## src/rtl/core/zbom_queue_note.sv

```systemverilog
module zbom_qcount #(
    parameter int DEPTH = 4
) (
    input  logic i_clk,
    input  logic i_rst_n,
    input  logic i_push,
    input  logic i_pop,
    output logic o_over
);

    localparam int CW = $clog2(DEPTH + 2);

    logic [CW-1:0] r_level;

    // independent occupancy count, flags a push beyond the queue depth
    always_ff @(posedge i_clk) begin
        if (!i_rst_n) begin
            r_level <= '0;
        end else if (i_push && !i_pop) begin
            r_level <= r_level + 1'b1;
        end else if (i_pop && !i_push) begin
            r_level <= r_level - 1'b1;
        end
    end

    assign o_over = (r_level > CW'(DEPTH));

endmodule

```

## config.mk

```make
export PLATFORM = sky130hd
export DESIGN_NAME = zbom_qcount
export DESIGN_NICKNAME = d
export VERILOG_FILES = /design/src/rtl/core/zbom_queue_note.sv
export SDC_FILE = /design/constraint.sdc
export NUM_CORES = 1
export LEC_CHECK = 0
export ABC_CLOCK_PERIOD_IN_PS = 1750
export BUFFER_PORTS_ARGS = -buffer_cell sky130_fd_sc_hd__clkbuf_2
export CAP_MARGIN = 20
export CORE_AREA = 2 2 39 41
export CTS_CLUSTER_DIAMETER = 100
export DETAILED_ROUTE_END_ITERATION = 8
export DIE_AREA = 0 0 41 43
export PLACE_DENSITY = 0.36
export SYNTH_ARGS = -nofsm -noshare
export SYNTH_HDL_FRONTEND = slang
export SYNTH_SLANG_ARGS = --single-unit
```

## constraint.sdc

```tcl
create_clock -name i_clk -period 1.75 [get_ports i_clk]
set_input_delay 0.4375 -clock i_clk [delete_from_list [all_inputs] [get_ports i_clk]]
set_output_delay 0.4375 -clock i_clk [all_outputs]
set_load 0.005 [all_outputs]
```

# Word-level counts from Yosys, hierarchy flattened
# Cells that the tools add are included.
[word_totals] register_bits=3 latchBits=0 mem_bits_rw=0 romBits=0 input_bits=4 output_inout_bits=1 word_cells=11 n_memories=0
[classes] add_sub_neg=2 mul=0 n_div=0 order_cmp=1 eq_ne=0 n_shift=0 mux=2 bitwise_logic=0 reduce_logical=5
[op_table] cell="2-to-1 mux 3 bit" n=2
[op_table] cell="adder 3 x 1 -> 3 bit (second input constant)" n=1
[op_table] cell="greater-than comparator 3 bit (second input constant)" n=1
[op_table] cell="subtractor 3 x 1 -> 3 bit (second input constant)" n=1
[op_table] cell="logical AND 1 bit" n=2
[op_table] cell="zero test 1 bit" n=2
[op_table] cell="nonzero test 2 bit" n=1

# Depth between registers and ports, before layout
[logic_depth] ltp_word=4 ltp_mapped=7

# Worst setup path before layout
# Ideal clock, no wire load.
[synth_path] path_kind="input to register" startpoint="input i_pop" endpoint="register r_level[2]" t_arrival_ns=1.627 path_slack_ns=0.053 cell_stages=7 path_buffers=0 cell_sequence="inv_1 -> ha_1 -> inv_1 -> fa_1 -> xor2_1 -> or3_1 -> a21boi_1"
[synth_between] elab_chain_len=3 elab_cells_between_ends=5
[synth_lines] item="start, declared" line_no="7" source="input logic i_pop,"
[synth_lines] item="zero test 1 bit" line_no="19" source="end else if (i_push && !i_pop) begin"
[synth_lines] item="logical AND 1 bit" line_no="19"
[synth_lines] item="2-to-1 mux 3 bit or nonzero test 2 bit (tied branches)"
[synth_lines] item="end signal, assigned" line_no="20" source="r_level <= r_level + 1'b1;"
[synth_lines] item="end signal, assigned" line_no="22" source="r_level <= r_level - 1'b1;"
[synth_lines] item="end, declared" line_no="13" source="logic [CW-1:0] r_level;"
# Parallel ways exist; a longest one is shown, timed or not.
# A chain may end at the register's enable or synchronous reset.

# Worst setup path after layout
# Ends and elaborated chain as after synthesis.

==> run metrics <==
drt via density=~3.2; top flop regs=r_level: 3 flops; Num CTS Buffers=3; DR WL/cell=around 7.0 microns; total number of vias=131; cell depth of the worst flop-to-flop path=4; H-Tree Depth=1; Max Fclk=0.629 GHz; ys flop type=dfxtp_1; Ant. Diodes=0; Total Routed Length=287 microns; hold path depth=2; Finished Cell Area=approximately 240 sq um; RSZ-0062 raised after global routing=no; clock latency on the worst-skew pair=around 0.23 ns; Final setup violation count=0; gr usage total=around 5.0%; Yosys cell types=13; Worst EP arrival=1.75 ns; P per Cell Area=between 1000 and 1500 mW/mm^2; nets=32; status=finished, final reports clean; syn nets=22; drc violations=0; worst hold path type=in -> reg; ANT nets after route=0; Hold WS=about 0.44 ns; # clock sinks=3; Max-Cap Viols=0; I/O pin count=5; worst r2r src=r_level[0]$_SDFFE_PN0P_; period utilisation layout=90.9%; synthesized area=between 150 and 200 sq um; Final Util=17.4%; Final Skew=approximately 0.0027 ns; final hold violations=0; CP Max Fanout=2; Worst-Margin Slew=about 0.16 ns; Starting Density=about an eighth; Post-Place Worst Slack=-0.0825 ns; r2r setup slk=around 0.29 ns; share of post-route cells with drive strength above 1=~32%; Seq cells post-synth=3; die area=about 0.0018 sq mm; min-delay src=i_rst_n; largest net degree at the start of global routing=5; Synth area leaders=dfxtp_1 (36%), fa_1 (12%), ha_1 (7.5%), mux2i_1 (6.0%), xnor2_1 (5.3%); Pre-antenna DRT Iters=3; Multi-input gate area=between 90 and 100 sq um; Max IR drop VDD=about 0.47 mV; Die Y=approximately 43 microns; Mapped Cells=16; first-pass GRT wire length=between 500 and 600 microns; fill count=between 150 and 200; Synth top cells by count=dfxtp_1 (3), inv_1 (2); syn avg cell area=10.4 sq um; Reg with most FFs=r_level; total gr overflow=0; Clock Tree Buf Depth=2; cts hold-fix bufs=0; Final Max Slew Viols=0; root buffer cell=clkbuf_4; Starting DRT DRC Count=3; asr flop ratio synth=0%; Seq/Total Area, Yosys=a little over a third; Hold Path Sink=r_level[0]$_SDFFE_PN0P_; initial antenna violation count=0; LEAKAGE=between 0.1 and 0.15 nW; CP Class=in -> reg; CTS resizes=0; RePlAce Congestion=between 0.6 and 0.7; min Tclk post-route=between 1.5 and 2 ns; area growth from synthesis to layout=44.4%; R2R Path End=r_level[2]$_SDFFE_PN0P_; most common cell in the netlist=dfxtp_1; Max-slew headroom=between 80% and 90%; Post-DP Area=214 sq um; Setup WS post-layout=~0.16 ns; EDFF count, synth=0; CTS tree=done; Startpoint Class=input pin; setup tns final=0 ns; Reg area=around 60 sq um; YS warnings=0; top cell type's share of synthesized area=a little over a third; postcts setup bufs=0; Req. time, crit path=about 1.9 ns; Yosys top cell by area=dfxtp_1; vias in the first global route=~130; clock slew at reported path FFs=0.03 ns; die width=just over 40 microns; num rows=14; CP Capture Type=flip-flop; max FFs per register=3; CORE AREA=between 0.001 and 0.0015 sq mm; port buffer count=4
cells by family (layout without fill, tap and decap cells):
group,count (synthesis),count (layout),synth area share [%]
compound gates,3,3,12.0
flops,3,3,36.1
simple gates,3,3,11.3
fa+ha+maj,2,2,19.5
xor+xnor,2,2,10.5
buf+inv,2,11,4.51
mux,1,1,6.02
critical path, stage by stage:
cell	delay, ns
clkbuf_2	0.08
inv_1	0.04
ha_1	0.16
inv_1	0.05
fa_1	0.37
xor2_1	0.18
or3_1	0.30
a21boi_1	0.14
final cells by class:
class	count	share of cell area, %
repair buffers	5	11.5
multi-input cells	11	41.1
well taps	16	8.33
inverters	2	3.13
flip-flops and latches	3	25.0
clock buffers	4	10.9
layout by cell type (no fill, tap or decap), drive strengths merged:
master / Yosys / layout
clkbuf: 0 / 8
dfxtp: 3 / 3
inv: 2 / 2
o21a: 1 / 1
xnor2: 1 / 1
and2: 1 / 1
xor2: 1 / 1
o21ai: 1 / 1
or3: 1 / 1
a21boi: 1 / 1
mux2i: 1 / 1
nor2b: 1 / 1
fa: 1 / 1
ha: 1 / 1
buf: 0 / 1
routing by layer:
layer | vias up | part of all wire (%) | GRT usage [%] | wire (microns)
li1 | 70 | - | - | -
met1 | 57 | 46 | 4.52 | 131
met2 | 4 | 52 | 6.56 | 149
met3 | 0 | 2.1 | 6.28 | 6
met4 | 0 | 0 | 2.00 | 0
met5 | - | 0 | 0 | 0
per-stage QoR:
stage                     cells  total power [mW]
after floorplan              16             0.134
after global placement       37             0.151
after detailed placement     37             0.151
after CTS                    41             0.276
after global routing         41             0.292
final                        41             0.266
worst max-delay path by stage:
stage	startpoint	endpoint	slack [ns]	cells past startpoint
final	i_pop	r_level[2]$_SDFFE_PN0P_	0.16	8
after global routing	i_pop	r_level[2]$_SDFFE_PN0P_	0.09	8
after CTS	i_pop	r_level[2]$_SDFFE_PN0P_	0.15	8
after detailed placement	i_pop	r_level[2]$_SDFFE_PN0P_	-0.08	8
after global placement	i_pop	r_level[2]$_SDFFE_PN0P_	-0.07	8
after floorplan	i_pop	r_level[2]$_SDFFE_PN0P_	0.05	7
power by group:
| part | total [mW] | leakage [nW] | switching, mW | internal, mW |
|---|---|---|---|---|
| combinational | 0.0540 | 0.0721 | 0.0221 | 0.0319 |
| clock | 0.119 | 0.0150 | 0.0333 | 0.0852 |
| sequential | 0.0937 | 0.0249 | 0.0122 | 0.0816 |
Note: power is estimated with default switching activity, not from simulation.
