===== config.mk =====
export PLATFORM = sky130hd
export DESIGN_NAME = zbom_front
export DESIGN_NICKNAME = d
export VERILOG_FILES = /design/src/rtl/core/zbom_pkg.sv /design/src/rtl/core/zbom_front.sv
export SDC_FILE = /design/constraint.sdc
export NUM_CORES = 1
export LEC_CHECK = 0
export BUFFER_PORTS_ARGS = -buffer_cell sky130_fd_sc_hd__buf_2
export CORE_MARGIN = 3
export CORE_UTILIZATION = 45
export DETAILED_ROUTE_END_ITERATION = 8
export PLACE_DENSITY = 0.86
export SLEW_MARGIN = 30
export SYNTH_ARGS = -nofsm -noshare
export SYNTH_HDL_FRONTEND = slang
export SYNTH_SLANG_ARGS = --single-unit

===== constraint.sdc =====
create_clock -name i_clk -period 4.2 [get_ports i_clk]
set_clock_uncertainty 0.05 [all_clocks]
set_input_delay 0.42 -clock i_clk [delete_from_list [all_inputs] [get_ports i_clk]]
set_output_delay 0.42 -clock i_clk [all_outputs]
set_load 0.02 [all_outputs]

===== src/rtl/core/zbom_pkg.sv =====
package zbom_pkg;

    // default buffer geometry, handed to the top-level parameters
    localparam int MAX_COLOR_WIDTH_DEF  = 1024;
    localparam int MAX_COLOR_HEIGHT_DEF = 512;
    // indexes at or above this never touch the buffers
    localparam int MAX_POINTS           = 524288;

    localparam int IDX_W   = 19;
    localparam int DEPTH_W = 16;
    localparam int COORD_W = 16;
    localparam int CW_W    = 11;
    localparam int CH_W    = 10;
    localparam int CFG_W   = 11;

    localparam int S_TDATA_W = 72;
    localparam int M_TDATA_W = 24;
    localparam int M_TUSER_W = 2;

    // frame generation tag kept beside each buffer entry; tag 0 means cleared
    localparam int EPOCH_W = 8;
    localparam logic [EPOCH_W-1:0] EPOCH_LAST  = '1;
    localparam logic [EPOCH_W-1:0] EPOCH_CLEAR = '0;
    localparam logic [EPOCH_W-1:0] EPOCH_FIRST = EPOCH_W'(1);

    localparam int QUEUE_DEPTH = 4;

    localparam logic [CW_W-1:0] RESET_COLOR_WIDTH  = CW_W'(640);
    localparam logic [CH_W-1:0] RESET_COLOR_HEIGHT = CH_W'(480);

    localparam logic [0:0] REG_COLOR_WIDTH  = 1'b0;
    localparam logic [0:0] REG_COLOR_HEIGHT = 1'b1;

    localparam logic [1:0] KIND_PASS  = 2'd0;  // no buffer access, empty result
    localparam logic [1:0] KIND_OP    = 2'd1;  // depth test at one pixel
    localparam logic [1:0] KIND_SWEEP = 2'd2;  // clear the whole buffer, no result

    typedef struct packed {
        logic [1:0]         kind;
        logic [EPOCH_W-1:0] epoch;
        logic [DEPTH_W-1:0] depth;
        logic [IDX_W-1:0]   idx;
    } t_cmd;

    typedef struct packed {
        logic [DEPTH_W-1:0] depth;
        logic [EPOCH_W-1:0] epoch;
        logic [IDX_W-1:0]   owner;
    } t_word;

endpackage


===== src/rtl/core/zbom_front.sv =====
module zbom_front #(
    parameter int MAX_COLOR_WIDTH  = zbom_pkg::MAX_COLOR_WIDTH_DEF,
    parameter int MAX_COLOR_HEIGHT = zbom_pkg::MAX_COLOR_HEIGHT_DEF,
    parameter int AW               = $clog2(MAX_COLOR_WIDTH * MAX_COLOR_HEIGHT)
) (
    input  logic                           i_clk,
    input  logic                           i_rst_n,
    input  logic                           i_cfg_valid,
    output logic                           o_cfg_ready,
    input  logic [0:0]                     i_cfg_index,
    input  logic [zbom_pkg::CFG_W-1:0]     i_cfg_data,
    input  logic                           s_axis_tvalid,
    output logic                           s_axis_tready,
    input  logic [zbom_pkg::S_TDATA_W-1:0] s_axis_tdata,
    input  logic                           s_axis_tuser,
    input  logic                           i_hold,
    input  logic                           i_q_full,
    output logic                           o_q_push,
    output zbom_pkg::t_cmd                 o_q_cmd,
    output logic [AW-1:0]                  o_q_addr
);

    localparam int XW = $clog2(MAX_COLOR_WIDTH);
    localparam int YW = $clog2(MAX_COLOR_HEIGHT);

    logic [zbom_pkg::CW_W-1:0]    r_cw;
    logic [zbom_pkg::CH_W-1:0]    r_ch;
    logic [zbom_pkg::EPOCH_W-1:0] r_epoch;

    logic [zbom_pkg::IDX_W-1:0]   in_idx;
    logic [zbom_pkg::DEPTH_W-1:0] in_depth;
    logic [zbom_pkg::COORD_W-1:0] in_x;
    logic [zbom_pkg::COORD_W-1:0] in_y;
    logic [zbom_pkg::CW_W-1:0]    w_eff;
    logic [zbom_pkg::CH_W-1:0]    h_eff;
    logic                         x_ok, y_ok, idx_ok, do_op;
    logic                         ready_base, sweep_req, accept;
    logic [zbom_pkg::EPOCH_W-1:0] epoch_next;

    assign in_idx   = s_axis_tdata[18:0];
    assign in_depth = s_axis_tdata[34:19];
    assign in_x     = s_axis_tdata[50:35];
    assign in_y     = s_axis_tdata[66:51];

    assign o_cfg_ready = 1'b1;

    always_ff @(posedge i_clk) begin
        if (!i_rst_n) begin
            r_cw <= zbom_pkg::RESET_COLOR_WIDTH;
            r_ch <= zbom_pkg::RESET_COLOR_HEIGHT;
        end else if (i_cfg_valid) begin
            case (i_cfg_index)
                zbom_pkg::REG_COLOR_WIDTH: begin
                    r_cw <= i_cfg_data[zbom_pkg::CW_W-1:0];
                end
                zbom_pkg::REG_COLOR_HEIGHT: begin
                    r_ch <= i_cfg_data[zbom_pkg::CH_W-1:0];
                end
                default: begin
                end
            endcase
        end
    end

    // oversized registers saturate to the buffer geometry
    assign w_eff = (32'(r_cw) > 32'(MAX_COLOR_WIDTH)) ?
                   zbom_pkg::CW_W'(MAX_COLOR_WIDTH) : r_cw;
    assign h_eff = (32'(r_ch) > 32'(MAX_COLOR_HEIGHT)) ?
                   zbom_pkg::CH_W'(MAX_COLOR_HEIGHT) : r_ch;

    assign x_ok   = !in_x[zbom_pkg::COORD_W-1] && (in_x < zbom_pkg::COORD_W'(w_eff));
    assign y_ok   = !in_y[zbom_pkg::COORD_W-1] && (in_y < zbom_pkg::COORD_W'(h_eff));
    assign idx_ok = 32'(in_idx) < 32'(zbom_pkg::MAX_POINTS);
    assign do_op  = (in_depth != '0) && idx_ok && x_ok && y_ok;

    // a frame start on the last generation tag first sends a full clear
    assign ready_base    = !i_hold && !i_q_full;
    assign sweep_req     = s_axis_tuser && (r_epoch == zbom_pkg::EPOCH_LAST);
    assign s_axis_tready = ready_base && !sweep_req;
    assign o_q_push      = s_axis_tvalid && ready_base;
    assign accept        = o_q_push && !sweep_req;
    assign epoch_next    = s_axis_tuser ? r_epoch + 1'b1 : r_epoch;

    always_comb begin
        o_q_cmd.epoch = epoch_next;
        o_q_cmd.depth = in_depth;
        o_q_cmd.idx   = in_idx;
        if (sweep_req) begin
            o_q_cmd.kind = zbom_pkg::KIND_SWEEP;
        end else if (do_op) begin
            o_q_cmd.kind = zbom_pkg::KIND_OP;
        end else begin
            o_q_cmd.kind = zbom_pkg::KIND_PASS;
        end
    end

    assign o_q_addr = AW'(32'(in_y[YW-1:0]) * 32'(MAX_COLOR_WIDTH) + 32'(in_x[XW-1:0]));

    always_ff @(posedge i_clk) begin
        if (!i_rst_n) begin
            r_epoch <= zbom_pkg::EPOCH_FIRST;
        end else if (o_q_push && sweep_req) begin
            r_epoch <= zbom_pkg::EPOCH_CLEAR;
        end else if (accept) begin
            r_epoch <= epoch_next;
        end
    end

endmodule


## Word level (Yosys, flattened, before mapping)

Cells that the tools add are included.

| storage, ports and cells | value |
|---|---|
| bits in registers | 29 |
| latch bits | 0 |
| memory bits (writable) | 0 |
| ROM bits | 0 |
| input port bits | 91 |
| word-level logic and storage cells | 40 |
| memories kept | 0 |

| operators by class | value |
|---|---|
| add/subtract/negate cells | 2 |
| multiply operators | 0 |
| div/mod/pow operators | 0 |
| magnitude comparators | 4 |
| equality and inequality tests | 1 |
| shift operators | 0 |
| mux-type cells | 7 |
| bitwise gates (word level) | 2 |
| reduce and logical (&&, ||, !) cells | 20 |

Operators by type and width:

| cell | count |
|---|---|
| $add A19 B10 Y19 | 1 |
| $lt A16 B10 Y1 | 1 |
| $lt A16 B11 Y1 | 1 |
| $reduce_bool A16 Y1 | 1 |
| $gt A11 B11 Y1 const B | 1 |
| $mux W11 | 1 |
| $gt A10 B10 Y1 const B | 1 |
| $logic_and A1 B1 Y1 | 10 |
| $mux W10 | 1 |
| $add A8 B1 Y8 const B | 1 |
| $eq A8 B8 Y1 const B | 1 |
| $mux W8 | 1 |
| $logic_not A1 Y1 | 5 |
| $reduce_and A2 Y1 | 2 |
| $mux W1 | 3 |
| $mux W2 | 1 |
| $not A1 Y1 | 2 |
| $reduce_bool A2 Y1 | 1 |
| $reduce_or A2 Y1 | 1 |

## Depth between registers and ports, before layout

Gate-level depths: netlist of run 1.

| depth | value |
|---|---|
| word-level depth | 8 |
| mapped depth | 9 |
| mapped depth without buffers | 9 |

## Least setup slack after synthesis of run 1

No wires, ideal clock.

| timing | value |
|---|---|
| path type | flip-flop to output port |
| start | reg r_cw[10] in the netlist's numbering |
| end | out o_q_cmd[43] in the netlist's numbering |
| arrival time | 2,164 ps |
| path slack | 1,566 ps |
| cell stages (with the launch flop) | 8 |
| cells stage by stage | dfxtp_1 -> clkinv_1 -> nand2_1 -> ha_1 -> a21oi_1 -> o311ai_1 -> or4_4 -> a2111oi_2 |

RTL lines:

| element | RTL line | text |
|---|---|---|
| start, declared | zbom_front.sv:26 | `logic [zbom_pkg::CW_W-1:0] r_cw;` |
| start signal, assigned | zbom_front.sv:49 | `r_cw <= zbom_pkg::RESET_COLOR_WIDTH;` |
| start signal, assigned | zbom_front.sv:54 | `r_cw <= i_cfg_data[zbom_pkg::CW_W-1:0];` |
| end, declared | zbom_front.sv:19 | `output zbom_pkg::t_cmd o_q_cmd,` |

==> metrics.cfg, run 1 <==
[sta]
whs_ps=319.6
tightest_slew_ps=697.2
finalMaxSlewViolations=0
fmax_mhz=306.0
hold_viol=0
finalCritPeriodShare_pct=77.81
final.setup.tns_ps=0
setup_violations=0
rsz0062_at_grt=no
slew_headroom_pct=53.42
min_period_ps=3268

[critical_path]
rr_worst_depth=5
r2r_end=r_epoch[1]
crit_type=reg -> out
r2r-start=r_epoch[0]
crit_chain=nor4_1 > nand2_1 > o41ai_1 > nand2_1 > ha_1 > nand3_1 > a2111oi_0 > a2111oi_2 > buf_2
cp_max_fo=3
cpMaxStageDelayCell=a2111oi_0
slowest_delay_ps=560
endpoint_kind=output port
crit_top_cell=nand2_1
cp.required_ps=3730
startpoint_type=flip-flop
critPathArrivalTime_ps=2800
r2r_slack_ps=2430

[run_status]
status=finished, final reports clean

[grt]
grt_pass1_vias=1975
gr-total-overflow=0
track_usage_pct=17.02
antenna_found_initial=0
grt_pass1_wl_mm=8.480
grt_max_degree=31

[detailed_routing]
wirelength_mm=5.214
wl_per_cell_um=12.47
vias=2131
dr.pass1.iters=4
antenna_left=0
route.detailed.drc=0
viasPerCell=5.098
initialDrtViolationCount=125

[clock_tree]
numCtsBuffers=5
clockRootBuffer=clkbuf_8
holdBufCountCts=0
htree_levels=2
cts_resized=0
tritoncts=yes
cts.path.max_buffers=2
path_clk_slew_ps=70
cts_sinks=29
cts_setup_buffers=0
clk_latency_ps=280

[cells_and_area]
final.fill_count=470
area_growth_pct=12.42
insertedDiodeCount=0
nNetsFinal=461
drive_gt1_share_pct=36.47

[logic_synthesis]
synthDistinctLibCells=45
synth-async-reset-ratio_pct=0
synth-edff-count=0
synth_fp_nets=405
synth_most_common_cell=nand2_1
synth_area_leaders=dfxtp_1 25%, buf_4 18%, nand2_1 12%
ys_top_cells_by_count=72 x nand2_1, 56 x buf_4, 29 x dfxtp_1, 20 x ha_1, 16 x a21boi_0
synth_area_per_cell_um2=7.780
yosysTopAreaCellShare_pct=25.38
ys_seq_elements=29
syn_inst=294
seq_area_frac_synth_pct=25.38
ys.flop_type=dfxtp_1
yosysTopAreaCell=dfxtp_1
syn_area_um2=2287
yosys_warnings=0

[worst_hold_path]
min_to=r_cw[9]
whs_path_depth=3
min_path_type=in -> reg
hold_start=i_cfg_data[9]

[floorplanning]
row_count=25
die-height_um=77.29
core_area_um2=4817
die_area_um2=5974
start_util_pct=47.48
ioPinCount=158
fp.dieW_um=77.29

[power]
p_leak_nw=1.219
ir_drop_v=0.0001444
cellPowerDensity_nw_per_um2=265.2

[place]
place_congestion=0.7977
io_buffers=113
hpwl_mm=4.241

[flow_run]
cap_violations=0

[cells in the final DEF, fill, tap and decap left out, types with 3 or more instances in the layout]
cell type  netlist  layout
a21boi_0        16      16
a21oi_1          5       5
and2_1           4       4
buf_2            1     113
clkbuf_8         0       5
dfxtp_1         29      29
ha_1            20      20
inv_1            3       3
nand2_1         72      72
nand3_1         12      12
nand4_1          3       3
nor2_1           7       7
nor3_1           3       3
nor4_1           7       7
o21ai_0          7       7
or3_1            4       4
xnor2_1          6       6
[logic make-up (layout without fill, tap and decap cells)]
logic type | Yosys count | count (layout) | share of synthesized area, %
muxes | 1 | 1 | 0.4923
DFF | 29 | 29 | 25.38
AOI/OAI and AO/OA | 43 | 43 | 13.62
other | 1 | 1 | 0.1640
and+or+nand+nor | 123 | 123 | 25.77
adders and majority gates | 20 | 20 | 10.94
xor gates and xnor gates | 8 | 8 | 3.064
buffers and inverters | 69 | 126 | 20.57
[cell type report]
class	count	area (um2)	share of cell area, %
multi-input combinational	196	1236	48.08
sequential	29	580.6	22.58
timing repair buffer	113	565.5	22.00
tap	67	83.83	3.260
clock buffer	5	68.82	2.676
inverter	5	18.77	0.7299
clock inverter	3	17.52	0.6813
[critical path: cells and delay by family (launching register included)]
kind	cells	cell delay, ps
AO/OA/AOI/OAI	3	1060
adder cells (fa/ha/maj)	1	340
buffers and inverters	1	190
flip-flops	1	330
AND/OR/NAND/NOR	4	590
[power breakdown]
group | leakage (nW) | switching (W) | total [W] | internal (W)
clock network | 0.0439 | 0.000108 | 0.000222 | 0.000114
logic | 0.938 | 0.0000958 | 0.000165 | 0.0000697
registers | 0.237 | 0.00000771 | 0.000294 | 0.000286
[routing by layer]
layer  routed length, um  global-route usage [%]  up-vias
met1                2165                   19.20      970
met2                2462                   29.53       86
li1                    -                       -     1068
met3                 562                   7.394        7
met4                  24                   3.737        0
met5                   0                       0        -
[registers in the layout, indices dropped and copies added (netlist names)]
name / flops
r_ch: 10
r_cw: 11
r_epoch: 8
[per-stage QoR]
stage / setup slack (ps) / total power [W] / area [um2] / std cells / util (%)
floorplan: 1566 / 0.0004440 / 2287 / 294 / -
global placement: 1355 / 0.0004606 / 2485 / 410 / 51.58
detailed placement: 1278 / 0.0004659 / 2485 / 410 / 51.58
CTS: 940.7 / 0.0006900 / 2571 / 418 / 53.38
global route: 704.3 / 0.0007221 / 2571 / 418 / 53.38
finish: 932.0 / 0.0006820 / 2571 / 418 / 53.38
[worst max path at each step]
| stage | start | end | cells past startpoint |
|---|---|---|---|
| floorplan | r_cw[10] | o_q_cmd[43] | 7 |
| global placement | r_ch[5] | o_q_cmd[43] | 9 |
| detailed placement | r_ch[5] | o_q_cmd[43] | 9 |
| CTS | r_ch[5] | o_q_cmd[43] | 9 |
| global route | r_ch[5] | o_q_cmd[43] | 9 |
| finish | r_ch[5] | o_q_cmd[43] | 9 |
(Power assumes the default switching activity.)
==> inputs of run 2 (changes only) <==
--- a/config.mk
+++ b/config.mk
@@ -5,11 +5,12 @@
 export SDC_FILE = /design/constraint.sdc
 export NUM_CORES = 1
 export LEC_CHECK = 0
+export ABC_AREA = 1
 export BUFFER_PORTS_ARGS = -buffer_cell sky130_fd_sc_hd__buf_2
 export CORE_MARGIN = 3
-export CORE_UTILIZATION = 45
+export CORE_UTILIZATION = 42
 export DETAILED_ROUTE_END_ITERATION = 8
-export PLACE_DENSITY = 0.86
+export PLACE_DENSITY = 0.81
 export SLEW_MARGIN = 30
 export SYNTH_ARGS = -nofsm -noshare
 export SYNTH_HDL_FRONTEND = slang
==> constraint.sdc (replaced) <==
create_clock -name i_clk -period 3.2 [get_ports i_clk]
set_clock_uncertainty 0.05 [all_clocks]
set_input_delay 0.32 -clock i_clk [delete_from_list [all_inputs] [get_ports i_clk]]
set_output_delay 0.32 -clock i_clk [all_outputs]
set_load 0.02 [all_outputs]
==> metrics.cfg, run 2 <==
[run_status]
status=finished, final reports clean

[logic_synthesis]
syn_inst=349
yosysTopAreaCellShare_pct=24.72
synth_most_common_cell=nand2_1
ys.flop_type=dfxtp_1
synth-edff-count=0
synth_area_per_cell_um2=6.729
yosysTopAreaCell=dfxtp_1
ys_seq_elements=29
synth-async-reset-ratio_pct=0
seq_area_frac_synth_pct=24.72
ys_top_cells_by_count=83 x nand2_1, 62 x nor2_1, 56 x buf_4, 29 x dfxtp_1, 24 x inv_1
syn_area_um2=2349
synth_fp_nets=460
synthDistinctLibCells=30
synth_area_leaders=dfxtp_1 25%, buf_4 18%, nand2_1 13%
yosys_warnings=0

[sta]
whs_ps=212.7
rsz0062_at_grt=no
final.setup.tns_ps=0
min_period_ps=2702
fmax_mhz=370.1
tightest_slew_ps=608.4
slew_headroom_pct=59.29
setup_violations=0
finalMaxSlewViolations=0
hold_viol=0
finalCritPeriodShare_pct=84.44

[cells_and_area]
final_cell_mix=113 x buf_2, 83 x nand2_1, 62 x nor2_1
reg_top3=r_cw x11, r_ch x10, r_epoch x8
insertedDiodeCount=0
layout_commonest_cell=buf_2
largest_register_ffs=11
nNetsFinal=519
drive_gt1_share_pct=32.27
area_growth_pct=12.79
largest-register=r_cw

[floorplanning]
fp.dieW_um=80.78
die_area_um2=6525
ioPinCount=158
start_util_pct=44.56
die-height_um=80.78
core_area_um2=5270
row_count=26

[power]
p_leak_nw=1.447
internal_power_w=0.0006320
seqPwrFrac_pct=41.9
combinationalPowerShare_pct=26.4
p_switching_w=0.0003144
ir_drop_v=0.0002215
cellPowerDensity_nw_per_um2=357.3
sw_frac_of_total_pct=33.22
clock_power_share_pct=31.6

[clock_tree]
cts_sinks=29
htree_levels=2
holdBufCountCts=0
clk_latency_ps=280
cts.path.max_buffers=2
tritoncts=yes
path_clk_slew_ps=70
numCtsBuffers=5
cts_setup_buffers=0
cts_resized=0
clockRootBuffer=clkbuf_8

[place]
hpwl_mm=4.852
io_buffers=113
place_congestion=0.7993

[grt]
antenna_found_initial=0
grt_pass1_wl_mm=8.776
grt_max_degree=25
grt_pass1_vias=2070
gr-total-overflow=0
track_usage_pct=17.52

[critical_path]
cp.required_ps=2830
startpoint_type=flip-flop
endpoint_kind=output port
crit_type=reg -> out
cp_max_fo=7
critPathArrivalTime_ps=2330

[detailed_routing]
initialDrtViolationCount=96
route.detailed.drc=0
dr.pass1.iters=4
vias=2306
antenna_left=0
wirelength_mm=5.794
viasPerCell=4.814
wl_per_cell_um=12.10

[worst_hold_path]
min_path_type=in -> reg

[flow_run]
cap_violations=0

[run 2: cell types whose count changed after synthesis, moves of 3 or more]
cell and change:
nor2_1 +55, inv_1 +21, a21boi_0 -16, nand2_1 +11, a21oi_1 +10, o21ai_0 +9, nor4_1 -6, xnor2_1 -6
and2_1 -4, or3_1 -3
[run 2: logic make-up after synthesis]
logic type / Yosys count / share of synthesized area, %
AND/OR/NAND/NOR: 169 / 30.15
buffers and inverters: 87 / 22.86
AO/OA/AOI/OAI: 37 / 8.790
flip-flops: 29 / 24.72
adder cells (fa/ha/maj): 20 / 10.66
XOR/XNOR: 5 / 2.184
other: 1 / 0.1597
multiplexers: 1 / 0.4795
[run 2: final cells by class]
| cell class | instances | area [um2] |
|---|---|---|
| sequential | 29 | 580.6 |
| clock buffer | 5 | 68.82 |
| inverter | 26 | 97.59 |
| multi-input combinational | 233 | 1231 |
| clock inverter | 3 | 17.52 |
| tap | 70 | 87.58 |
| timing repair buffer | 113 | 565.5 |
| fill | 580 | 2621 |
[run 2: metrics by stage]
stage               setup slack (ps)  total power [W]  std cells  util (%)  area [um2]
floorplan                      915.9        0.0006201        349         -        2349
global placement               807.4        0.0006483        471     48.62        2562
detailed placement             791.4        0.0006577        471     48.62        2562
CTS                            473.4        0.0009568        479     50.26        2649
global route                   220.5         0.001006        479     50.26        2649
finish                         497.9        0.0009464        479     50.26        2649
[run 2: routing by layer]
metal	routed length (um)	up-vias	global-route usage (%)
met3	616	17	6.208
met2	3001	94	33.03
met5	0	-	0
met4	118	0	7.770
li1	-	1178	-
met1	2058	1017	17.06
[run 2: power groups by stage]
stage	registers [W]	clock network [W]	logic, W
final	0.000397	0.000299	0.000250
after global routing	0.000399	0.000323	0.000284
after CTS	0.000397	0.000306	0.000254
after detailed placement	0.000405	0	0.000253
after global placement	0.000404	0	0.000244
after floorplan	0.000400	0	0.000220
[run 2: path summary, 6_finish.rpt]
path	slack, ps	endpoint	cells past startpoint	start
max	500	o_q_cmd[43]	13	r_ch[2]
min	210	r_ch[5]	3	i_cfg_data[5]
max reg2reg	1640	r_epoch[7]	8	r_epoch[0]
min reg2reg	430	r_ch[0]	2	r_ch[0]
[run 2: worst max-delay path, cell delays in order, from the launching register on]
cell and delay (ps):
dfxtp_1 330, nor4_1 270, nand3_1 100, nand2_1 190
nand2_1 80, ha_1 290, a21oi_1 150, nor2_1 50
a211oi_1 160, nand2_1 100, nand2_1 60, nand2_1 40
nor2_1 70, buf_2 170
