===== src/rtl/core/zbom_queue.sv =====
module zbom_queue #(
    parameter int WIDTH = 8,
    parameter int DEPTH = 4
) (
    input  logic             i_clk,
    input  logic             i_rst_n,
    input  logic             i_push,
    input  logic [WIDTH-1:0] i_data,
    output logic             o_full,
    input  logic             i_pop,
    output logic             o_valid,
    output logic [WIDTH-1:0] o_data
);

    localparam int PW = (DEPTH > 1) ? $clog2(DEPTH) : 1;
    localparam int CW = $clog2(DEPTH + 1);

    logic [WIDTH-1:0] r_slot [DEPTH];
    logic [PW-1:0]    r_wptr, n_wptr;
    logic [PW-1:0]    r_rptr, n_rptr;
    logic [CW-1:0]    r_count, n_count;

    assign o_full  = (r_count == CW'(DEPTH));
    assign o_valid = (r_count != '0);
    assign o_data  = r_slot[r_rptr];

    always_comb begin
        n_wptr  = r_wptr;
        n_rptr  = r_rptr;
        n_count = r_count;
        if (i_push) begin
            n_wptr = (r_wptr == PW'(DEPTH - 1)) ? '0 : r_wptr + 1'b1;
        end
        if (i_pop) begin
            n_rptr = (r_rptr == PW'(DEPTH - 1)) ? '0 : r_rptr + 1'b1;
        end
        if (i_push && !i_pop) begin
            n_count = r_count + 1'b1;
        end else if (i_pop && !i_push) begin
            n_count = r_count - 1'b1;
        end
    end

    always_ff @(posedge i_clk) begin
        if (!i_rst_n) begin
            r_wptr  <= '0;
            r_rptr  <= '0;
            r_count <= '0;
        end else begin
            r_wptr  <= n_wptr;
            r_rptr  <= n_rptr;
            r_count <= n_count;
        end
    end

    always_ff @(posedge i_clk) begin
        if (i_push) begin
            r_slot[r_wptr] <= i_data;
        end
    end

endmodule


===== config.mk =====
export PLATFORM = sky130hd
export DESIGN_NAME = zbom_queue
export DESIGN_NICKNAME = d
export VERILOG_FILES = /design/src/rtl/core/zbom_queue.sv
export SDC_FILE = /design/constraint.sdc
export NUM_CORES = 1
export LEC_CHECK = 0
export ABC_AREA = 1
export BUFFER_PORTS_ARGS = -buffer_cell sky130_fd_sc_hd__buf_2
export CAP_MARGIN = 20
export CORE_ASPECT_RATIO = 1.2
export CORE_MARGIN = 3
export CORE_UTILIZATION = 45
export CTS_CLUSTER_DIAMETER = 200
export DETAILED_ROUTE_END_ITERATION = 8
export GPL_TIMING_DRIVEN = 0
export PLACE_DENSITY = 0.68
export SYNTH_ARGS = -nofsm -noshare
export SYNTH_HDL_FRONTEND = slang
export SYNTH_SLANG_ARGS = --single-unit

===== constraint.sdc =====
create_clock -name i_clk -period 1.67 [get_ports i_clk]
set_input_delay 0.334 -clock i_clk [delete_from_list [all_inputs] [get_ports i_clk]]
set_output_delay 0.334 -clock i_clk [all_outputs]
set_load 0.01 [all_outputs]

* After elaboration in Yosys (flattened, before gate mapping) *
Memories as Yosys holds them, arrays and structs flattened. A register that Yosys moved wholly into a read port is not among the register bits.
Index checks and enable logic that the tools add are counted.

operators by class
  $add $sub $neg = 4
  eq/ne operators = 3
  multiplexer cells = 8
  reductions and logical operators = 6

operator list
  kind                                              number
  2-to-1 mux 2 bit                                  4
  2-to-1 mux 3 bit                                  2
  adder 2 x 1 -> 2 bit, second input constant       2
  == test 2 bit, second input constant              2
  adder 3 x 1 -> 3 bit, second input constant       1
  == test 3 bit, second input constant              1
  nonzero test 3 bit                                1
  subtractor 3 x 1 -> 3 bit, second input constant  1
  logical AND 1 bit                                 2
  zero test 1 bit                                   2
  2-to-1 mux 1 bit                                  2
  nonzero test 2 bit                                1

word-level totals
  register bits after elaboration = 7
  RAM bits = 32
  word-level logic and storage cells = 25
  memories kept = 1

memory list
  name    depth  bits a word  rd ports  clocked after Yosys merged registers in  write ports  RTL line  source
  r_slot  4      8            1         1                                        1            18        logic [WIDTH-1:0] r_slot [DEPTH];

* Logic depth before layout (Yosys ltp) *
Gate-level depths: netlist of run 1.

  depth in word-level cells = 4
  mapped depth = 10

* Worst setup path before layout of run 1 *
OpenSTA, ideal clock, no wires.

  path kind = input-to-reg
  start = input port i_pop
  end = register r_count[2]
  setup time = 0.110 ns
  arrival = 1.275 ns
  data required time = 1.560 ns
  slack = 0.285 ns
  stages on the path = 10
  buffers on the path = 0
  path through = inv_1 -> ha_1 -> inv_1 -> fa_1 -> inv_1 -> nand2_1 -> nand3_1 -> nand2_1 -> inv_1 -> nor2_1

between the ends
  word-level cells in the longest chain between the ends = 3
  elaborated cells on any way between the ends = 5
  classes of those cells = mux (1); reduce/logical (4)

ends and longest elaborated chain
  what                                                           RTL line  source
  start: declaration                                             10        input logic i_pop,
  zero test 1 bit                                                37        if (i_push && !i_pop) begin
  logical AND 1 bit                                              37
  2-to-1 mux 3 bit / nonzero test 2 bit (equally long branches)  n/a
  end signal: assignment                                         52        r_count <= n_count;
  end: declaration                                               21        logic [CW-1:0] r_count, n_count;

Parallel ways exist; a longest one is shown, timed or not.
A chain may end at the register's enable or synchronous reset.

==> flow_summary.yaml, run 1 <==
outcome:
  status: "complete, no violations"
layout:
  finalNonFillerCells: 204
  drive_gt1_share_pct: 24.6
  area_growth_pct: 17.3
  fin_nets: 185
  diodes: 0
min_path:
  hold_end: "r_slot[3][5]"
  holdPathStages: 1
  hold_path.class: "in -> reg"
  min_from: "i_data[5]"
clock_tree:
  cts_tree: "built"
  tritoncts.num_buffers: 5
  cts_root_buffer: "clkbuf_8"
  cts.htree.levels: 2
  cts_buffer_depth: 2
  clkTransAtPathRegs_ps: 80
  clock-sinks: 41
  clock_latency_ps: 290
floorplanning:
  rows: 23
  core_region_area_sq_um: 3420
  die_w_um: 61.3
  initial_utilization_pct: 48.3
  die_area_sq_um: 4440
  io_pins: 22
  die_y_um: 72.4
sta:
  period_share_pct: 97.2
  tightestPinTransition_ps: 399
  final.min_clock_period_ps: 1620
  rsz0062_at_grt: "no"
  drv_slew: 0
  finClkSkew_ps: 10.6
  timing.fmax_mhz: 616
  slew_headroom_pct: 73.4
  setup_viol: 0
  hold_viol_final: 0
  fin_tns_setup_ps: 0
global_routing:
  grtUsageTotal_pct: 15.1
  grt_overflow: 0
  grt_pass1_vias: 1065
  grt_pass1_wl_um: 4800
  grt_start_max_net_pins: 14
  antenna_found_initial: 0
logic_synthesis:
  synth.avg_cell_area_sq_um: 12.2
  synth_top_area_share_pct: 58.1
  synth.area.top_cells: "edfxtp_1 (58%), dfxtp_1 (11%), nor2_1 (5.2%), ha_1 (4.5%), o21ai_0 (4.5%)"
  syn_area_sq_um: 1650
  synth_cells: 136
  yosysSeqAreaShare_pct: 69.0
  yosysTopAreaCell: "edfxtp_1"
  synth_nets: 155
  yosysUniqueCellTypes: 19
  ys_warn_count: 0
  synth_seq_cells: 41
placed_design:
  placed_cells: 194
  dpl.hpwl_um: 2090
  gp_congestion: 0.748
  io_buffers: 21
worst_setup_path:
  path_cells: "inv_6, buf_8, nor2_1, o22ai_1, buf_2"
  setup.worst_path.class: "reg -> out"
  cp_data_required_time_ps: 1340
  cp_slowest_stage_delay_ps: 380
  reg2reg_depth: 4
  r2r_slack_ps: 400
  crit_path_start_kind: "flip-flop"
  reg2reg_to: "r_slot[0][2]"
  crit_fanout: 8
  slowest_stage: "dfxtp_4"
  cp.arrival_ps: 1290
  critPathCaptureType: "output pin"
  timing.rr.start: "r_wptr[0]"
power:
  ir_drop_mv: 0.734
  p_leak_uw: 0.000793
  p_total_uw: 2090
  pwr_density_cell_nw_per_um2: 1080
drt:
  viasPerCell: 5.20
  routed_wl_um: 3060
  ant_nets: 0
  route.detailed.drc: 0
  detail_route.wl_per_cell_um: 15.0
  vias: 1061
  dr.pass1.iters: 4
  drt_iter0_drc: 27
job:
  cap_violations: 0
==> report_power, final <==
group          switching (uW)  total [uW]  internal, uW
combinational             162         277           115
clock                     328         616           288
sequential               37.9        1190          1160
total                     527        2090          1560
==> metal layers <==
layer  GRT usage, %  vias up  part of all wire (%)
met5              0        -                     0
met4           7.08        0                   3.7
met3           5.16       11                   4.9
met2           25.8       32                    50
met1           16.4      489                    41
li1               -      529                     -
==> through the flow <==
step	hold slack [ps]	cell area [sq um]	setup WS [ps]	utilization (%)
floorplan	433	1650	285	-
global placement	501	1810	109	52.7
detailed placement	527	1810	38.9	52.7
CTS	241	1900	7.75	55.6
global route	244	1940	6.15	56.7
finish	249	1940	46.3	56.7
==> state kept, by name, indices dropped and copies added (netlist names), named ones only <==
name and cells:
r_slot 32, r_count 3, r_rptr 2, r_wptr 2
==> layout by cell type (no fill, tap or decap), types with 5 or more instances in the layout <==
| cell | instances |
|---|---|
| edfxtp_1 | 32 |
| clkbuf_8 | 5 |
| nand2_1 | 9 |
| inv_1 | 14 |
| nor2_1 | 23 |
| buf_2 | 21 |
| o21ai_0 | 15 |
| o22ai_1 | 8 |
| ha_1 | 6 |
| dfxtp_1 | 7 |
==> worst max-delay path, delay by kind of cell (launching register included) <==
family / cells / cell delay [ps]
AND/OR/NAND/NOR: 1 / 40
flip-flops: 1 / 380
buffers and inverters: 3 / 380
AO/OA/AOI/OAI: 1 / 190
==> cell usage after synthesis (all sizes together) <==
cell    count
ha          6
nor2       25
nand4       1
buf         2
a21oi       3
o21ai      19
o22ai       8
nand3       1
nor3        3
inv        16
xor2        1
dfxtp       9
fa          1
edfxtp     32
nand2       9
==> timing repair <==
item | in CTS | in global routing
cloned | 0 | 1
gates resized for setup | 6 | 2
endpoints found under the setup margin | 8 | 5
buffers inserted | 0 | 1
hold buffers | 0 | 0
==> area by class of cell <==
| type | instances | area (sq um) |
|---|---|---|
| multi-input cells | 77 | 430 |
| fillers | 279 | 1480 |
| clock buffers | 5 | 68.8 |
| well taps | 37 | 46.3 |
| repair buffers | 23 | 138 |
| clock inverters | 3 | 17.5 |
| inverters | 16 | 67.6 |
| flip-flops and latches | 41 | 1150 |
| plain buffers | 2 | 26.3 |
==> how the worst max path moves through the flow <==
stage / startpoint / endpoint / slack, ps / cells past startpoint
after floorplan: i_pop / r_count[2] / 290 / 10
after global placement: i_pop / r_count[2] / 110 / 11
after detailed placement: i_pop / r_count[2] / 40 / 11
after CTS: flip-flop / o_data[2] / 8 / 5
after global routing: flip-flop / o_data[2] / 6 / 5
final: flip-flop / o_data[2] / 50 / 5
==> kinds of logic (layout without fill, tap and decap cells) <==
kind of cell             after synthesis  after routing  share of synthesized area, %
XOR/XNOR                               1              1                         0.530
buffers and inverters                 18             49                          4.99
adder cells (fa/ha/maj)                7              7                          5.75
AND/OR/NAND/NOR                       39             39                          9.61
flip-flops                            41             41                          69.0
AO/OA/AOI/OAI                         30             30                          10.1
(Power assumes the default switching activity.)
==> run 2: changes to the inputs <==
--- a/config.mk
+++ b/config.mk
@@ -15,6 +15,8 @@
 export DETAILED_ROUTE_END_ITERATION = 8
 export GPL_TIMING_DRIVEN = 0
 export PLACE_DENSITY = 0.68
+export REMOVE_ABC_BUFFERS = 1
+export SKIP_LAST_GASP = 1
 export SYNTH_ARGS = -nofsm -noshare
 export SYNTH_HDL_FRONTEND = slang
 export SYNTH_SLANG_ARGS = --single-unit
==> run 2 against run 1 <==
Clock skew is 0.83 ps lower; first-iteration DRC count up 44%; hold slack gained 9.3 ps; final cell count unchanged; maximum frequency grew 1.8%; count of clock-buffer cells in the layout is 2 higher; flip-flop and latch count did not move; routed wire length down 7.7%; global-route usage decreased by 0.87 points; via count decreased by 1.0%; sequential share of layout area increased by 1.2 points; cell area down 2.0%.
==> flow_summary.yaml, run 2 (synthesis results as in run 1) <==
clock_tree:
  cts_root_buffer: "clkbuf_8"
  cts.htree.levels: 2
  clkTransAtPathRegs_ps: 80
  cts_tree: "built"
  clock_latency_ps: 290
  cts_buffer_depth: 2
  tritoncts.num_buffers: 5
  ctsHoldBuffers: 0
  clock-sinks: 41
placed_design:
  dpl.hpwl_um: 1920
  gp_congestion: 0.679
  pre_cts_ws_ps: -78.9
  dpl_cell_area_sq_um: 1780
  placed_cells: 192
  io_buffers: 21
worst_setup_path:
  cp_slowest_stage_delay_ps: 380
  path_cells: "inv_2, o21ai_0, o22ai_1, buf_2"
  setup.worst_path.class: "reg -> out"
  slowest_stage: "dfxtp_2"
  cp_data_required_time_ps: 1340
  crit_fanout: 9
  critPathCaptureType: "output pin"
  crit_path_start_kind: "flip-flop"
  cp.arrival_ps: 1260
  timing.rr.start: "r_wptr[0]"
global_routing:
  grtUsageTotal_pct: 14.2
  grt_pass1_vias: 1000
  grt_pass1_wl_um: 4460
  grt_start_max_net_pins: 18
  grt_overflow: 0
  antenna_found_initial: 0
power:
  p_leak_uw: 0.000778
  pwr_density_cell_nw_per_um2: 1080
  ir_drop_mv: 0.624
layout:
  seqCellArea_sq_um: 1150
  nFillCells: 317
  finalNonFillerCells: 204
  fin_nets: 185
  area_growth_pct: 15.0
  drive_gt1_share_pct: 23.4
  final_cell_mix: "edfxtp_1 (32), nor2_1 (23), buf_2 (21), o21ai_0 (15), inv_1 (14)"
  largest_register_ffs: 32
  fin_area_sq_um: 1900
  multi_input_area_sq_um: 430
  diodes: 0
  top_register: "r_slot"
  final_common_cell: "edfxtp_1"
  largestRegisters: "r_slot: 32 flops, r_count: 3 flops"
min_path:
  hold_path.class: "in -> reg"
  min_from: "i_data[4]"
floorplanning:
  io_pins: 22
  die_w_um: 61.3
  rows: 23
  die_area_sq_um: 4440
  initial_utilization_pct: 48.3
  die_y_um: 72.4
  core_region_area_sq_um: 3420
sta:
  fin_tns_setup_ps: 0
  setup_ws_ps: 75.3
  finClkSkew_ps: 9.78
  final.min_clock_period_ps: 1590
  hold_slack_ps: 259
  drv_slew: 0
  setup_viol: 0
  slew_headroom_pct: 73.5
  hold_viol_final: 0
  timing.fmax_mhz: 627
  tightestPinTransition_ps: 396
  period_share_pct: 95.5
  rsz0062_at_grt: "no"
drt:
  dr.pass1.iters: 4
  vias: 1050
  route.detailed.drc: 0
  ant_nets: 0
  routed_wl_um: 2820
  detail_route.wl_per_cell_um: 13.8
  drt_iter0_drc: 39
  wl_met1_um: 1130
  top_layer: "met4"
  wl_met3_um: 150
  dr_wl_met2_um: 1450
  viasPerCell: 5.15
outcome:
  status: "complete, no violations"
job:
  cap_violations: 0
[run 2: path summary, 6_finish.rpt]
kind                        to  slack, ps  depth (start not counted)
setup reg to reg  r_slot[3][0]        370                          3
hold reg to reg      r_wptr[1]        530                          2
hold / removal    r_slot[1][4]        260                          1
setup / recovery     o_data[1]         80                          4
[run 2: layout make-up]
cell class	count	share of cell area, %
Clock buffer	7	4.01
Clock inverter	1	0.263
Inverter	16	3.29
Multi-Input combinational cell	77	22.6
Sequential cell	41	60.3
Tap cell	37	2.43
Timing Repair Buffer	25	7.11
[run 2: worst max-delay path: cells and delay by family, from the launching register on]
kind,cells,cell delay (ps)
compound gates,2,270
buf+inv,2,320
flops,1,380
[run 2: power by group]
part | switching (uW) | internal [uW]
Combinational | 157 | 106
Clock | 298 | 293
Sequential | 36.2 | 1160
[run 2: layer usage]
metal  GRT usage (%)  up-vias
li1                -      532
met1            16.7      484
met2            22.2       25
met3            4.09        9
met4            9.20        0
met5               0        -
[run 2: stage by stage]
| stage | util, % | total power [uW] |
|---|---|---|
| 2_1_floorplan | - | 1360 |
| 3_3_place_gp | 52.1 | 1450 |
| 3_5_place_dp | 52.1 | 1470 |
| 4_1_cts | 54.6 | 2050 |
| 5_1_grt | 55.5 | 2150 |
| 6_report | 55.5 | 2050 |
[run 2: repair_timing]
action,CTS,global route
gates resized for setup,4,1
buffers inserted,0,4
endpoints found under the setup margin,8,8
==> run 3: changes to the inputs <==
--- a/config.mk
+++ b/config.mk
@@ -5,7 +5,7 @@
 export SDC_FILE = /design/constraint.sdc
 export NUM_CORES = 1
 export LEC_CHECK = 0
-export ABC_AREA = 1
+export ABC_AREA = 0
 export BUFFER_PORTS_ARGS = -buffer_cell sky130_fd_sc_hd__buf_2
 export CAP_MARGIN = 20
 export CORE_ASPECT_RATIO = 1.2
==> run 3 against run 2 <==
The flow now finishes with violations (negative setup slack); combinational power fell by 6%; first-iteration DRC count decreased by 49%; total power is 0.32% lower; routed wire length shrank 15%; largest power group unchanged; setup slack worse by 140 ps; final cell count is 26% lower; sequential power about the same; cell area shrank 1.8%; synthesized area is 2.3% lower; clock power is essentially flat; highest routed layer unchanged; critical endpoint is now o_data[5].
==> flow_summary.yaml, run 3 <==
outcome:
  status: "finished, violations left"
  violations: "negative setup slack"
layout:
  final_cell_mix: "edfxtp_1 (32), buf_2 (16), mux4_2 (8), dfxtp_1 (8), ha_1 (6)"
  area_growth_pct: 15.5
  fin_nets: 131
  largest_register_ffs: 32
  drive_gt1_share_pct: 31.0
  nFillCells: 273
  top_register: "r_slot"
  largestRegisters: "r_slot: 32 flops, r_count: 3 flops"
  diodes: 0
  final_common_cell: "edfxtp_1"
sta:
  drv_slew: 0
  final.min_clock_period_ps: 1740
  hold_viol_final: 0
  setup_viol: 8
  setup_ws_ps: -65.4
  slew_headroom_pct: 72.0
  rsz0062_at_grt: "yes"
  timing.fmax_mhz: 576
  tightestPinTransition_ps: 420
  finClkSkew_ps: 3.30
  hold_slack_ps: 264
  period_share_pct: 104
  fin_tns_setup_ps: -439
worst_setup_path:
  r2r_slack_ps: 180
  timing.rr.start: "r_count[0]"
  critPathCaptureType: "output pin"
  crit_path_start_kind: "flip-flop"
  reg2reg_depth: 4
  crit_fanout: 8
  setup.worst_path.class: "reg -> out"
  cp_data_required_time_ps: 1340
  reg2reg_to: "r_count[2]"
  cp.arrival_ps: 1400
floorplanning:
  die_y_um: 71.7
  io_pins: 22
  core_region_area_sq_um: 3400
  die_w_um: 60.7
  initial_utilization_pct: 47.6
  die_area_sq_um: 4350
  rows: 23
logic_synthesis:
  yosysSeqAreaShare_pct: 70.6
  syn_area_sq_um: 1620
  synth.area.top_cells: "edfxtp_1 (59%), dfxtp_1 (11%), mux4_2 (11%), ha_1 (4.6%), mux2i_1 (2.5%)"
  yosysTopAreaCell: "edfxtp_1"
  synth_cells: 86
  yosysUniqueCellTypes: 20
  synth_top_area_share_pct: 59.4
  synth.avg_cell_area_sq_um: 18.8
  synth_seq_cells: 41
  synth_top_flop_cell: "edfxtp_1"
  async_flop_share_pct: 0
  yosys-top-cells-count: "edfxtp_1 (32), dfxtp_1 (9), mux4_2 (8)"
  ys_warn_count: 0
  synth.most_common_cell: "edfxtp_1"
  synth_edf_count: 32
drt:
  ant_nets: 0
  route.detailed.drc: 0
  drt_iter0_drc: 20
  viasPerCell: 5.31
  vias: 796
  detail_route.wl_per_cell_um: 15.9
  dr.pass1.iters: 4
  routed_wl_um: 2390
min_path:
  hold_end: "r_slot[2][1]"
  hold_path.class: "in -> reg"
  holdPathStages: 1
  min_from: "i_data[1]"
clock_tree:
  cts_buffer_depth: 2
  clock-sinks: 41
  clkTransAtPathRegs_ps: 70
  cts_root_buffer: "clkbuf_8"
  ctsHoldBuffers: 0
  cts_tree: "built"
  cts.htree.levels: 2
  clock_latency_ps: 280
  tritoncts.num_buffers: 5
  post-cts-setup-buffer-count: 0
global_routing:
  grt_pass1_wl_um: 3860
  grtUsageTotal_pct: 12.9
  use_met1_pct: 13.7
  busiest_layer: "met2"
  grt_start_max_net_pins: 12
  grt_pass1_vias: 860
  antenna_found_initial: 0
  grt_overflow: 0
  use_met2_pct: 21.5
  grtUsageMet3_pct: 6.13
power:
  ir_drop_mv: 0.621
  p_leak_uw: 0.000685
  p_total_uw: 2040
  pwr_density_cell_nw_per_um2: 1090
placed_design:
  dpl.hpwl_um: 1670
  io_buffers: 21
  pre_cts_ws_ps: -173
  gp_congestion: 0.640
job:
  cap_violations: 0
## run 3: kinds of logic after synthesis
logic type / Yosys count / share of synthesized area [%]
buf+inv: 6 / 1.93
flops: 41 / 70.6
mux: 12 / 13.6
xor+xnor: 2 / 1.08
fa+ha+maj: 7 / 5.88
simple gates: 15 / 5.65
compound gates: 3 / 1.24
## run 3: stage by stage
| step | utilization [%] | area [sq um] | instances |
|---|---|---|---|
| after floorplan | - | 1600 | 84 |
| after global placement | 51.6 | 1750 | 142 |
| after detailed placement | 51.6 | 1750 | 142 |
| after CTS | 54.1 | 1840 | 150 |
| after global routing | 55.0 | 1870 | 150 |
| final | 55.0 | 1870 | 150 |
## run 3: area by class of cell
class / count / area (sq um) / share of cell area [%]
flip-flops and latches: 41 / 1140 / 61.3
multi-input cells: 39 / 444 / 23.8
repair buffers: 21 / 136 / 7.31
clock buffers: 8 / 80.1 / 4.29
well taps: 37 / 46.3 / 2.48
inverters: 4 / 15.0 / 0.804
## run 3: power breakdown
part           internal [uW]  switching, uW  leakage, uW
sequential              1160           44.2     0.000369
combinational            137            111     0.000277
clock                    296            291    0.0000395
## run 3: worst max-delay path by stage
stage / slack, ps / start / to / depth (start not counted)
2_1_floorplan: 70 / i_pop / r_count[2] / 7
3_3_place_gp: -120 / i_pop / r_count[2] / 8
3_5_place_dp: -170 / i_pop / r_count[2] / 8
4_1_cts: -90 / flip-flop / o_data[5] / 2
5_1_grt: -140 / flip-flop / o_data[7] / 2
6_report: -70 / flip-flop / o_data[5] / 2
## run 3: what timing repair did
item | CTS | global route
gates resized for setup | 2 | 5
endpoints found under the setup margin | 8 | 8
hold endpoints to repair | 0 | 0
## run 3: routing by layer
metal | share of wire [%] | vias up
met5 | 0 | -
met4 | 2.6 | 0
met3 | 5.0 | 7
met2 | 52 | 21
met1 | 41 | 389
li1 | - | 379
## run 3: worst max-delay path, cell delays in order, from the launching register on
cell     delay, ps
dfxtp_4        450
mux4_2         540
buf_6          140
